===== src/rtl/core/radio_frame_receive_crc_check_top_macros.svh =====
// Assertion helpers for the frame receive block.
// Each expects clk_i and rst_ni in scope.
`ifndef RADIO_FRAME_RECEIVE_CRC_CHECK_TOP_MACROS_SVH
`define RADIO_FRAME_RECEIVE_CRC_CHECK_TOP_MACROS_SVH

// Same-cycle implication.
`define RFCRC_ASSERT_NOW(name, ante, cons) \
  name: assert property (@(posedge clk_i) disable iff (!rst_ni) (ante) |-> (cons)) \
    else $error("%m: assertion failed");

// Next-cycle implication.
`define RFCRC_ASSERT_NEXT(name, ante, cons) \
  name: assert property (@(posedge clk_i) disable iff (!rst_ni) (ante) |=> (cons)) \
    else $error("%m: assertion failed");

`endif


===== src/rtl/core/rfcrc_pkg.sv =====
`timescale 1ns / 1ps

package rfcrc_pkg;

  // Frame phases
  localparam logic [1:0] PH_LENGTH  = 2'd0;
  localparam logic [1:0] PH_PAYLOAD = 2'd1;
  localparam logic [1:0] PH_CRC_LO  = 2'd2;
  localparam logic [1:0] PH_CRC_HI  = 2'd3;

  // Result kinds
  localparam logic KIND_PAYLOAD = 1'b0;
  localparam logic KIND_STATUS  = 1'b1;

  // CRC-16 CCITT, MSB first
  localparam logic [15:0] CRC_POLY = 16'h1021;
  localparam logic [15:0] CRC_TOP  = 16'h8000;

  typedef struct packed {
    logic [7:0] rx_byte;
    logic       frame_start;
  } rx_item_t;

  typedef struct packed {
    logic        kind;
    logic [7:0]  payload_byte;
    logic [7:0]  payload_index;
    logic        frame_good;
    logic [7:0]  frame_length;
    logic [15:0] computed_crc;
  } result_t;

  // One byte through the CRC, eight shift steps
  function automatic logic [15:0] crc_feed(input logic [15:0] crc_in, input logic [7:0] b);
    logic [15:0] crc;
    logic [15:0] data;
    logic        top;
    crc  = crc_in;
    data = {b, 8'h00};
    for (int k = 0; k < 8; k++) begin
      top  = |((crc ^ data) & CRC_TOP);
      crc  = {crc[14:0], 1'b0};
      if (top) begin
        crc = crc ^ CRC_POLY;
      end
      data = {data[14:0], 1'b0};
    end
    return crc;
  endfunction

endpackage


===== src/rtl/core/rfcrc_in_stage.sv =====
`timescale 1ns / 1ps

module rfcrc_in_stage (
  input  logic               clk_i,
  input  logic               rst_ni,
  input  logic               in_valid_i,
  output logic               in_stall_o,
  input  rfcrc_pkg::rx_item_t item_i,
  input  logic               advance_i,
  output logic               valid_o,
  output rfcrc_pkg::rx_item_t item_o
);
  import rfcrc_pkg::*;

  logic     valid_q, valid_d;
  rx_item_t item_q;
  logic     take;

  // Hold off only while a stored request cannot move on
  assign in_stall_o = valid_q & ~advance_i;
  assign take       = in_valid_i & ~in_stall_o;

  always_comb begin
    valid_d = valid_q;
    if (take) begin
      valid_d = 1'b1;
    end else if (advance_i) begin
      valid_d = 1'b0;
    end
  end

  always_ff @(posedge clk_i or negedge rst_ni) begin
    if (!rst_ni) begin
      valid_q <= 1'b0;
    end else begin
      valid_q <= valid_d;
    end
  end

  // Payload register
  always_ff @(posedge clk_i) begin
    if (take) begin
      item_q <= item_i;
    end
  end

  assign valid_o = valid_q;
  assign item_o  = item_q;

endmodule


===== src/rtl/core/rfcrc_frame.sv =====
`timescale 1ns / 1ps
`include "radio_frame_receive_crc_check_top_macros.svh"

module rfcrc_frame (
  input  logic                clk_i,
  input  logic                rst_ni,
  input  logic                step_i,
  input  rfcrc_pkg::rx_item_t item_i,
  output logic                has_result_o,
  output rfcrc_pkg::result_t  result_o
);
  import rfcrc_pkg::*;

  logic [1:0]  phase_q, phase_d;
  logic [7:0]  declared_length_q, declared_length_d;
  logic [7:0]  bytes_seen_q, bytes_seen_d;
  logic [15:0] crc_q, crc_d;
  logic [7:0]  crc_low_q, crc_low_d;

  logic [1:0]  phase_eff;
  logic [15:0] crc_base;
  logic [15:0] crc_next;
  logic [7:0]  seen_inc;
  logic        good;

  // Forced start overrides the current phase
  assign phase_eff = item_i.frame_start ? PH_LENGTH : phase_q;
  assign crc_base  = (phase_eff == PH_LENGTH) ? 16'h0000 : crc_q;
  assign crc_next  = crc_feed(crc_base, item_i.rx_byte);
  assign seen_inc  = bytes_seen_q + 8'd1;
  assign good      = ({item_i.rx_byte, crc_low_q} == crc_q);

  // Next state and result
  always_comb begin
    phase_d           = phase_q;
    declared_length_d = declared_length_q;
    bytes_seen_d      = bytes_seen_q;
    crc_d             = crc_q;
    crc_low_d         = crc_low_q;
    has_result_o      = 1'b0;
    result_o          = '0;
    case (phase_eff)
      PH_LENGTH: begin
        declared_length_d = item_i.rx_byte;
        bytes_seen_d      = 8'd0;
        crc_d             = crc_next;
        crc_low_d         = 8'd0;
        phase_d           = (item_i.rx_byte == 8'd0) ? PH_CRC_LO : PH_PAYLOAD;
      end
      PH_PAYLOAD: begin
        crc_d                  = crc_next;
        has_result_o           = 1'b1;
        result_o.kind          = KIND_PAYLOAD;
        result_o.payload_byte  = item_i.rx_byte;
        result_o.payload_index = bytes_seen_q;
        bytes_seen_d           = seen_inc;
        if (seen_inc == declared_length_q) begin
          phase_d = PH_CRC_LO;
        end
      end
      PH_CRC_LO: begin
        crc_low_d = item_i.rx_byte;
        phase_d   = PH_CRC_HI;
      end
      PH_CRC_HI: begin
        has_result_o          = 1'b1;
        result_o.kind         = KIND_STATUS;
        result_o.frame_good   = good;
        result_o.frame_length = good ? declared_length_q : 8'd0;
        result_o.computed_crc = crc_q;
        phase_d               = PH_LENGTH;
      end
      default: begin
        phase_d = PH_LENGTH;
      end
    endcase
  end

  // Frame state, updated once per consumed byte
  always_ff @(posedge clk_i or negedge rst_ni) begin
    if (!rst_ni) begin
      phase_q           <= PH_LENGTH;
      declared_length_q <= 8'd0;
      bytes_seen_q      <= 8'd0;
      crc_q             <= 16'h0000;
      crc_low_q         <= 8'd0;
    end else if (step_i) begin
      phase_q           <= phase_d;
      declared_length_q <= declared_length_d;
      bytes_seen_q      <= bytes_seen_d;
      crc_q             <= crc_d;
      crc_low_q         <= crc_low_d;
    end
  end

  // Payload count never reaches the declared length while in payload
  `RFCRC_ASSERT_NOW(a_seen_below_len, phase_q == PH_PAYLOAD,
                    bytes_seen_q < declared_length_q)

  // Zero-length frames never enter the payload phase
  `RFCRC_ASSERT_NEXT(a_zero_len_skips, step_i && phase_eff == PH_LENGTH &&
                     item_i.rx_byte == 8'd0, phase_q == PH_CRC_LO)

endmodule


===== src/rtl/core/rfcrc_out_stage.sv =====
`timescale 1ns / 1ps

module rfcrc_out_stage (
  input  logic               clk_i,
  input  logic               rst_ni,
  input  logic               load_i,
  input  rfcrc_pkg::result_t result_i,
  output logic               ready_o,
  output logic               out_valid_o,
  input  logic               out_stall_i,
  output rfcrc_pkg::result_t result_o
);
  import rfcrc_pkg::*;

  logic    valid_q, valid_d;
  result_t result_q;

  // Free when empty or draining this cycle
  assign ready_o = ~valid_q | ~out_stall_i;

  always_comb begin
    valid_d = valid_q;
    if (load_i) begin
      valid_d = 1'b1;
    end else if (!out_stall_i) begin
      valid_d = 1'b0;
    end
  end

  always_ff @(posedge clk_i or negedge rst_ni) begin
    if (!rst_ni) begin
      valid_q <= 1'b0;
    end else begin
      valid_q <= valid_d;
    end
  end

  always_ff @(posedge clk_i) begin
    if (load_i) begin
      result_q <= result_i;
    end
  end

  assign out_valid_o = valid_q;
  assign result_o    = result_q;

endmodule


===== src/rtl/core/radio_frame_receive_crc_check_top.sv =====
// Channel | Direction | Handshake            | Payload
// in      | input     | in_valid_i/in_stall_o   | rx_byte_i, frame_start_i
// out     | output    | out_valid_o/out_stall_i | result_kind_o .. computed_crc_o
//
// One byte per cycle sustained while the output is not stalled; a byte is
// registered in the input register, goes through the CRC byte update, and
// its result is registered in the result register.
// Reset (rst_ni low, asynchronous) empties both registers and returns the
// frame state to waiting for a length byte.
// A stalled output holds its result; the input register keeps taking bytes
// that produce no result, and holds the rest until the output frees.
`timescale 1ns / 1ps
`include "radio_frame_receive_crc_check_top_macros.svh"

module radio_frame_receive_crc_check_top (
  input  logic        clk_i,
  input  logic        rst_ni,
  input  logic        in_valid_i,
  output logic        in_stall_o,
  input  logic [7:0]  rx_byte_i,
  input  logic        frame_start_i,
  output logic        out_valid_o,
  input  logic        out_stall_i,
  output logic        result_kind_o,
  output logic [7:0]  payload_byte_o,
  output logic [7:0]  payload_index_o,
  output logic        frame_good_o,
  output logic [7:0]  frame_length_o,
  output logic [15:0] computed_crc_o
);
  import rfcrc_pkg::*;

  rx_item_t in_item;
  rx_item_t held_item;
  logic     held_valid;
  logic     advance;
  logic     has_result;
  logic     out_ready;
  result_t  next_result;
  result_t  out_result;

  assign in_item.rx_byte     = rx_byte_i;
  assign in_item.frame_start = frame_start_i;

  // A stored byte moves on unless its result has nowhere to go
  assign advance = held_valid & (~has_result | out_ready);

  rfcrc_in_stage u_in (
    .clk_i      (clk_i),
    .rst_ni     (rst_ni),
    .in_valid_i (in_valid_i),
    .in_stall_o (in_stall_o),
    .item_i     (in_item),
    .advance_i  (advance),
    .valid_o    (held_valid),
    .item_o     (held_item)
  );

  rfcrc_frame u_frame (
    .clk_i        (clk_i),
    .rst_ni       (rst_ni),
    .step_i       (advance),
    .item_i       (held_item),
    .has_result_o (has_result),
    .result_o     (next_result)
  );

  rfcrc_out_stage u_out (
    .clk_i       (clk_i),
    .rst_ni      (rst_ni),
    .load_i      (advance & has_result),
    .result_i    (next_result),
    .ready_o     (out_ready),
    .out_valid_o (out_valid_o),
    .out_stall_i (out_stall_i),
    .result_o    (out_result)
  );

  assign result_kind_o   = out_result.kind;
  assign payload_byte_o  = out_result.payload_byte;
  assign payload_index_o = out_result.payload_index;
  assign frame_good_o    = out_result.frame_good;
  assign frame_length_o  = out_result.frame_length;
  assign computed_crc_o  = out_result.computed_crc;

  // Input is only held off while a byte is stored
  `RFCRC_ASSERT_NOW(a_stall_needs_held, in_stall_o, held_valid)

  // A result is never loaded over one still waiting at a stalled output
  `RFCRC_ASSERT_NOW(a_no_overwrite, advance && has_result,
                    !out_valid_o || !out_stall_i)

  // A loaded result shows up as valid next cycle
  `RFCRC_ASSERT_NEXT(a_load_shows, advance && has_result, out_valid_o)

endmodule

===== config.mk =====
export PLATFORM = sky130hd
export DESIGN_NAME = radio_frame_receive_crc_check_top
export DESIGN_NICKNAME = d
export VERILOG_FILES = /design/src/rtl/core/rfcrc_pkg.sv /design/src/rtl/core/rfcrc_in_stage.sv /design/src/rtl/core/rfcrc_frame.sv /design/src/rtl/core/rfcrc_out_stage.sv /design/src/rtl/core/radio_frame_receive_crc_check_top.sv
export VERILOG_INCLUDE_DIRS = /design/src /design/src/rtl/core
export SDC_FILE = /design/constraint.sdc
export NUM_CORES = 1
export LEC_CHECK = 0
export BUFFER_PORTS_ARGS = -buffer_cell sky130_fd_sc_hd__buf_4
export CAP_MARGIN = 25
export CORE_MARGIN = 8
export CORE_UTILIZATION = 62
export CTS_CLUSTER_DIAMETER = 120
export DETAILED_ROUTE_END_ITERATION = 8
export GPL_TIMING_DRIVEN = 0
export MAX_ROUTING_LAYER = met4
export PLACE_DENSITY = 0.85
export SYNTH_ARGS = -nofsm -noshare
export SYNTH_HDL_FRONTEND = slang
export SYNTH_SLANG_ARGS = --single-unit

===== constraint.sdc =====
create_clock -name clk_i -period 5.7 [get_ports clk_i]
set_input_delay 1.14 -clock clk_i [delete_from_list [all_inputs] [get_ports clk_i]]
set_output_delay 1.14 -clock clk_i [all_outputs]
set_load 0.05 [all_outputs]

==> metrics list, run 1 <==
* Detailed placement HPWL: 6.09 mm
* Worst voltage drop across the vdd grid: 0.000238 V
- Remaining global-route overflow: 0
- Crit Path Category: flop to output pin
- Entering global routing, the biggest net connects 45 pins.
- In this run, synthesis inferred 51 flip-flops with an integrated enable.
- End-of-flow core utilization: 73.2%
- The path class of the tightest hold or removal check is flop to flop.
* Effective utilization at floorplan: 62.5%
- For this run, the leading register cell type out of synthesis is sky130_fd_sc_hd__edfxtp_1.
* Via count of the first global-routing pass: 2,818
* Maximum count of clock buffers along a single path: 2
- In the final routed layout, each cell accounts on average for 15.6 um.
- Setup repair after global routing left no endpoint under its margin.
- In this run the clock root is driven by a sky130_fd_sc_hd__clkbuf_8.
- In this run the remaining antenna-violating nets after routing total 0.
* Number of violations reported at the end of detailed-routing iteration 0: 202
- The cell count after synthesis came out at 376.
* Total Die Area: 10,100 sq um
- Of all flip-flops after synthesis, the portion carrying an async set or reset was 46.3%.
- Number of placement rows: 31
- Clock H-tree levels: 3
- The area growth from synthesis to layout is 17.1%.
- Remaining routing DRC violations: 0
- Fraction of layout cells with a size suffix above 1: 22.5%
* Final sum of negative setup slack: 0 ns
- Detailed Route WL: 8.56 mm
- Counting the buffers created by CTS gives 9.
- The flow ran to the end, and the final reports show no timing, DRC or antenna violations.
- Setup violations remaining at the end of the flow were counted as 0.
* Launch point of the worst hold path: u_frame.crc_low_q[5]
- Count of unique library cells instantiated by Yosys: 41
- Measured along the x axis, the die boundary spans 101 um.
- The first global-routing pass estimated 14.1 mm of wire.
- After synthesis the cells add up to 4440 sq um.
- Total number of yosys warnings: 0
* Type of origin of the critical path: flop
- Clock-pin slew was measured on the worst setup and hold paths at 0.09 ns.
* Initial antenna violation count: 0
- Final worst path period share: 49.6%
- CTS tree: yes
* Insertion delay of the later-clocked pin in the worst-skew pair: 0.36 ns
* # nets final: 462
- For this design the ratio of total power to cell area is 434 nW/um^2.
- The repair_antennas step left the layout with diodes totalling 0.
- STA puts the critical path data arrival time at 1.69 ns.
- Drt first pass iters: 4
* CTS Sinks: 95
- Number of endpoints with negative hold slack in the final report: 0
- The floorplan step set the die height to 101 um.
- Post-CTS sizing: 0
* All-Layer GR Usage: 18.6%
* Hold buffers post-CTS: 0
* Maximum Capacitance Violations: 0
* Register area share after synthesis: 59.3%
- Post-CTS Setup Inserts: 0
- Type of element capturing the critical path: output pin
- Startpoint of the lowest-slack register-to-register path: u_in.item_o[0]
- The clock arrives with 0.00515 ns of skew.
- In this run, synthesis produced a sequential element count of 95.
- Weighted congestion reported at the end of routability-driven placement: 0.848
* Maximum fanout count along the critical path: 8
* Core Box Area: 7100 sq um
- For this design the top-level I/O count stands at 57.
* DR vias/cell: 5.32
- Leakage dissipation: 0.00209 uW
* Overall Power: 2250 uW
- Measured against its own limit, the worst slew margin works out to 43.5%.
* Syn nets: 394
- For the pin with the worst max-slew slack, the measured transition is 0.841 ns.
- Synth Area per Inst: 11.8 sq um
- Data on the critical path is required at its endpoint by 4.56 ns.
- During placement, the flow inserted port buffers numbering 56.
* Post-layout minimum cycle time: 2.83 ns
* Launching instance or port of the critical path: u_frame.phase_q[0]
* Max Fclk: 0.354 GHz
- Across all layers, the routed design uses 2,918 vias.
- Count of pins over their slew limit: 0
state kept, by name (all words and copies together) (netlist names):
register	cells
u_out.result_o	42
u_frame.crc_q	16
u_in.item_o	9
u_frame.bytes_seen_q	8
u_frame.crc_low_q	8
u_frame.declared_length_q	8
u_frame.phase_q	2
u_in.valid_o	1
u_out.out_valid_o	1
report_power, final:
part | switching (uW) | internal, uW | total (uW) | leakage (uW)
clock network | 240 | 163 | 403 | 0.0000838
registers | 129 | 881 | 1010 | 0.00104
logic | 481 | 360 | 840 | 0.000961
total | 850 | 1400 | 2250 | 0.00209
per-layer routing:
metal	global-route usage [%]	routed length, um	up-vias	part of all wire [%]
li1	-	-	1406	-
met1	23.7	3720	1385	43
met2	28.5	4100	109	48
met3	4.14	554	18	6.5
met4	7.21	191	0	2.2
met5	-	0	-	0
final timing paths:
check / endpoint / cells past startpoint / slack (ns)
worst max-delay path: in_stall_o / 6 / 2.87
worst min-delay path: u_frame.crc_low_q[5] / 2 / 0.51
worst max register to register: u_out.result_o[19] / 7 / 3.26
worst min register to register: u_frame.crc_low_q[5] / 2 / 0.51
max in group asynchronous: u_frame.crc_low_q[3] / 1 / 4.55
min in group asynchronous: u_frame.bytes_seen_q[6] / 1 / 0.76
Yosys cell counts, drive strengths merged (2+ instances only):
master  number  area share (%)
nand2       42             3.6
a31oi        2            0.28
xor2        10             2.0
ha           5             1.4
a21oi        2            0.23
nor3         3            0.34
inv          7            0.59
edfxtp      51              35
o31ai        2            0.45
buf          8            0.87
clkbuf      15             1.3
nor2b        3            0.42
mux2i        3            0.68
nand3        6            0.79
nor2        14             1.2
nand2b       9             1.3
o21ai       31             3.5
mux2        13             3.4
xnor2       47             9.3
a22o         3            0.59
dfrtp       44              25
and2        40             5.7
nor4         3            0.56
nand4        4            0.56
logic make-up after synthesis:
group,count (synthesis),share of synthesized area (%)
compound gates,45,6.04
flops,95,59.3
xor+xnor,57,11.3
buf+inv,30,2.74
fa+ha+maj,5,1.41
mux,16,4.06
simple gates,128,15.2
layout make-up:
type                    instances  area, sq um
plain buffers                  23         95.1
well taps                      99          124
clock inverters                 7         56.3
fillers                       492         1900
clock buffers                   9          124
repair buffers                 57          448
flip-flops and latches         95         2630
inverters                       7         26.3
multi-input cells             251         1690
worst max-delay path: stages (launching register included):
cell and delay, ns:
sky130_fd_sc_hd__dfrtp_1 0.38, sky130_fd_sc_hd__nand2b_1 0.07, sky130_fd_sc_hd__clkbuf_1 0.32, sky130_fd_sc_hd__inv_1 0.17, sky130_fd_sc_hd__nand4_1 0.16, sky130_fd_sc_hd__inv_1 0.05
sky130_fd_sc_hd__buf_4 0.18
layout by cell type (no fill, tap or decap), types with 2 or more instances in the layout:
| master | instances |
|---|---|
| sky130_fd_sc_hd__buf_4 | 56 |
| sky130_fd_sc_hd__edfxtp_1 | 51 |
| sky130_fd_sc_hd__xnor2_1 | 47 |
| sky130_fd_sc_hd__dfrtp_1 | 44 |
| sky130_fd_sc_hd__nand2_1 | 42 |
| sky130_fd_sc_hd__and2_1 | 39 |
| sky130_fd_sc_hd__o21ai_0 | 31 |
| sky130_fd_sc_hd__clkbuf_1 | 15 |
| sky130_fd_sc_hd__nor2_1 | 12 |
| sky130_fd_sc_hd__mux2_2 | 12 |
| sky130_fd_sc_hd__xor2_1 | 10 |
| sky130_fd_sc_hd__clkbuf_8 | 9 |
| sky130_fd_sc_hd__nand2b_1 | 8 |
| sky130_fd_sc_hd__inv_1 | 7 |
| sky130_fd_sc_hd__buf_2 | 7 |
| sky130_fd_sc_hd__nand3_1 | 5 |
| sky130_fd_sc_hd__ha_1 | 5 |
| sky130_fd_sc_hd__nand4_1 | 4 |
| sky130_fd_sc_hd__nor3_1 | 3 |
| sky130_fd_sc_hd__mux2i_1 | 3 |
| sky130_fd_sc_hd__nor2b_1 | 3 |
| sky130_fd_sc_hd__a22o_1 | 3 |
| sky130_fd_sc_hd__clkinvlp_4 | 3 |
| sky130_fd_sc_hd__nor4_1 | 2 |
| sky130_fd_sc_hd__a21oi_1 | 2 |
| sky130_fd_sc_hd__a31oi_1 | 2 |
stage by stage:
step	cell area, sq um	hold WS [ns]	setup WS, ns	instances
after detailed placement	5020	0.495	2.94	532
after floorplan	4440	0.469	2.13	376
after global routing	5200	0.548	2.74	548
final	5200	0.509	2.87	548
after global placement	4980	0.485	1.37	531
after CTS	5200	0.516	2.87	548
(Power assumes the default switching activity.)
==> inputs of run 2 (changes only) <==
- CORE_UTILIZATION: 62 -> 58
- PLACE_DENSITY: 0.85 -> 0.8
- clock period: 5.7 -> 2.82 ns (I/O delays scaled with it)
==> metrics list, run 2 (synthesis results as in run 1) <==
- The run finished with clean final reports.
- By startpoint and endpoint, the worst setup path is classified as flop to flop.
- The per-cell routed wire length is 16.2 um (+3.5%).
- The min-delay analysis places its worst path in the category input port to async pin.
- The worst-case vdd ir drop was 0.000529 V (+120%).
- The clock tree skew after final layout was 0.0115 ns (+0.00640 ns).
* Remaining global-route overflow: 0 (unchanged)
- Global-route wire length before repair: 14.5 mm (+2.7%)
- Max Fclk: 0.403 GHz
- Count of pins over their slew limit: 0 (unchanged)
- Leaving out fill and tap cells, the most frequent cell in the layout is sky130_fd_sc_hd__buf_4.
- Leakage dissipation: 0.00208 uW (-0.39%)
- Worst r2r dst: u_out.result_o[23]
- The vertical die dimension came to 103 um (+2.8%).
- The instance area after placement is 5010 sq um (about the same).
- Logic depth of the worst setup path including buffers: 7 (+1)
* Hold Slack: 0.182 ns (-0.327 ns)
- The die extent in x came to 103 um (+2.8%).
- Worst setup path endpoint: u_out.result_o[23]
- The H-tree depth reported by CTS was 3 (unchanged).
- The register clock-pin slew on the reported worst setup and hold paths is 0.09 ns (about the same).
- The latest clock arrival within the worst-skew pair was 0.36 ns (about the same).
- Port Buffer Count: 56 (unchanged)
- RSZ-0062 raised after global routing: no
- The vias after detailed routing was 2,854 (-2.2%).
- The antenna diode count came to 0 (unchanged).
- The starting density of the core came to 58.6% (-3.9 points).
- The longest individual stage delay on the worst path came to 0.65 ns (+0.27 ns).
- The remaining max-slew budget at the tightest pin is 42.8% (-0.67 points).
* Largest delay contributor family on the critical path: simple AND/OR/NAND/NOR gates
* Required time of the worst setup path: 3.05 ns (-1.51 ns)
- Startpoint of the lowest-slack register-to-register path: u_in.item_o[0]
- Type of origin of the critical path: flop
* Final non-filler cell area: 5180 sq um (-0.22%)
- The final weighted congestion in routability-driven placement came to 0.825 (-2.8%).
* Launching instance or port of the critical path: u_in.item_o[0]
* Number of endpoints with negative hold slack in the final report: 0 (unchanged)
- Root buffer cell: sky130_fd_sc_hd__clkbuf_8
- Post-layout minimum cycle time: 2.48 ns
* Fill cell instance count of the final layout: 565 (+15%)
- The number of buffer and inverter stages on the critical path was 2 (-2).
- Final setup fails: 0 (unchanged)
* Number of violations reported at the end of detailed-routing iteration 0: 175 (-13%)
- Inserted Clock Buffers: 9 (unchanged)
* Reg area: 2630 sq um (unchanged)
- The pin count of the biggest net entering global routing was 45 (unchanged).
- Type of element capturing the critical path: flop
- CTS tree: yes
* Number of placement rows: 32 (+3.2%)
- Post-CTS sizing: 0 (unchanged)
* Via count of the first global-routing pass: 2,928 (+3.9%)
* Initial antenna violation count: 0 (unchanged)
- The ratio of total power to cell area was 878 nW/um^2 (+100%).
- The final critical path takes up 87.9% of the cycle.
- Commonest cells after routing, fill and taps aside: sky130_fd_sc_hd__buf_4 (56), sky130_fd_sc_hd__edfxtp_1 (51), sky130_fd_sc_hd__xnor2_1 (47)
* # nets final: 462 (unchanged)
- Maximum count of clock buffers along a single path: 2 (unchanged)
- The routed via count divided by cell count came to 5.18 (-2.7%).
* Critical path, cell by cell: nand2b_1 > clkbuf_1 > inv_1 > ha_1 > nand2_1 > nor4_2 > and2_1
* Number of flip-flops in the largest register: 42 (unchanged)
- Remaining routing DRC violations: 0 (unchanged)
- Core Box Area: 7570 sq um (+6.6%)
- The number of primary I/O pins came to 57 (unchanged).
- Detailed placement HPWL: 6.44 mm (+5.8%)
- Number of nets with antenna violations after detailed routing: 0 (unchanged)
- Reg-to-reg setup timing slack: 0.34 ns (-2.92 ns)
- The total global-route track usage is 18.6% (-0.050 points).
- Multi-input gate area in the final layout: 1690 sq um (unchanged)
* Area delta synth->final: 16.9%
- The largest driver fanout on the critical path is 9 (+1).
- The total iterations of the first detailed-routing run is 5 (+1).
- The transition time at the pin with the least slew margin was 0.851 ns (+0.00998 ns).
- For this design, the slowest cell found on the critical path is sky130_fd_sc_hd__nor4_2.
- Number of cells on the worst reg-to-reg path: 7 (unchanged)
- The TritonCTS sink count came to 95 (unchanged).
- The overall die area was 10,700 sq um (+5.8%).
- The endpoint arrival time on the critical path is 2.71 ns (+1.02 ns).
- The ratio of cells with drive above 1 in the final layout is 22.3% (-0.22 points).
- Detailed Route WL: 8.90 mm (+4.0%)
* Hold buffers post-CTS: 0 (unchanged)
- Maximum Capacitance Violations: 0 (unchanged)
* Post-CTS Setup Inserts: 0 (unchanged)
run 2: through the flow:
step / utilization [%] / total power [uW] / TNS (ns) / cells / setup slack, ns
2_1_floorplan: - / 3330 / 0 / 376 / 0.439
3_3_place_gp: 65.9 / 3700 / -1.13 / 534 / -0.0305
3_5_place_dp: 66.2 / 3780 / 0 / 535 / 0.308
4_1_cts: 68.5 / 4570 / 0 / 551 / 0.295
5_1_grt: 68.5 / 4790 / 0 / 551 / 0.174
6_report: 68.5 / 4550 / 0 / 551 / 0.340
run 2: layer usage:
metal | vias to the layer above | share of wire (%) | global-route usage [%]
met5 | - | 0 | -
met4 | 0 | 0.44 | 7.01
met3 | 4 | 6.9 | 2.68
met2 | 85 | 49 | 30.0
met1 | 1363 | 44 | 23.3
li1 | 1402 | - | -
run 2: worst min path at each step:
stage	start	endpoint	slack, ns	depth (start not counted)
6_report	rst_ni	u_frame.bytes_seen_q[0]	0.18	1
5_1_grt	rst_ni	u_frame.bytes_seen_q[0]	0.22	1
3_5_place_dp	u_frame.crc_low_q[6]	u_frame.crc_low_q[6]	0.49	2
3_3_place_gp	u_frame.crc_low_q[7]	u_frame.crc_low_q[7]	0.49	2
2_1_floorplan	rst_ni	u_frame.bytes_seen_q[0]	0.27	0
4_1_cts	rst_ni	u_frame.bytes_seen_q[0]	0.20	1
run 2: cell type report:
type                    instances  area share (%)
flip-flops and latches         95            50.8
plain buffers                  23            1.83
multi-input cells             251            32.6
well taps                     102            2.46
clock buffers                  10            2.46
repair buffers                 57            8.49
inverters                       7           0.507
clock inverters                 6           0.869
run 2: power breakdown:
part / internal (uW) / total [uW] / switching (uW)
Clock: 323 / 798 / 475
Combinational: 724 / 1700 / 976
Sequential: 1780 / 2050 / 273
Total: 2830 / 4550 / 1720
run 2: worst register-to-register path: stages, from the launching register on:
cell,delay [ns]
sky130_fd_sc_hd__edfxtp_1,0.39
sky130_fd_sc_hd__nand2b_1,0.15
sky130_fd_sc_hd__clkbuf_1,0.22
sky130_fd_sc_hd__inv_1,0.18
sky130_fd_sc_hd__ha_1,0.39
sky130_fd_sc_hd__nand2_1,0.12
sky130_fd_sc_hd__nor4_2,0.65
sky130_fd_sc_hd__and2_1,0.24
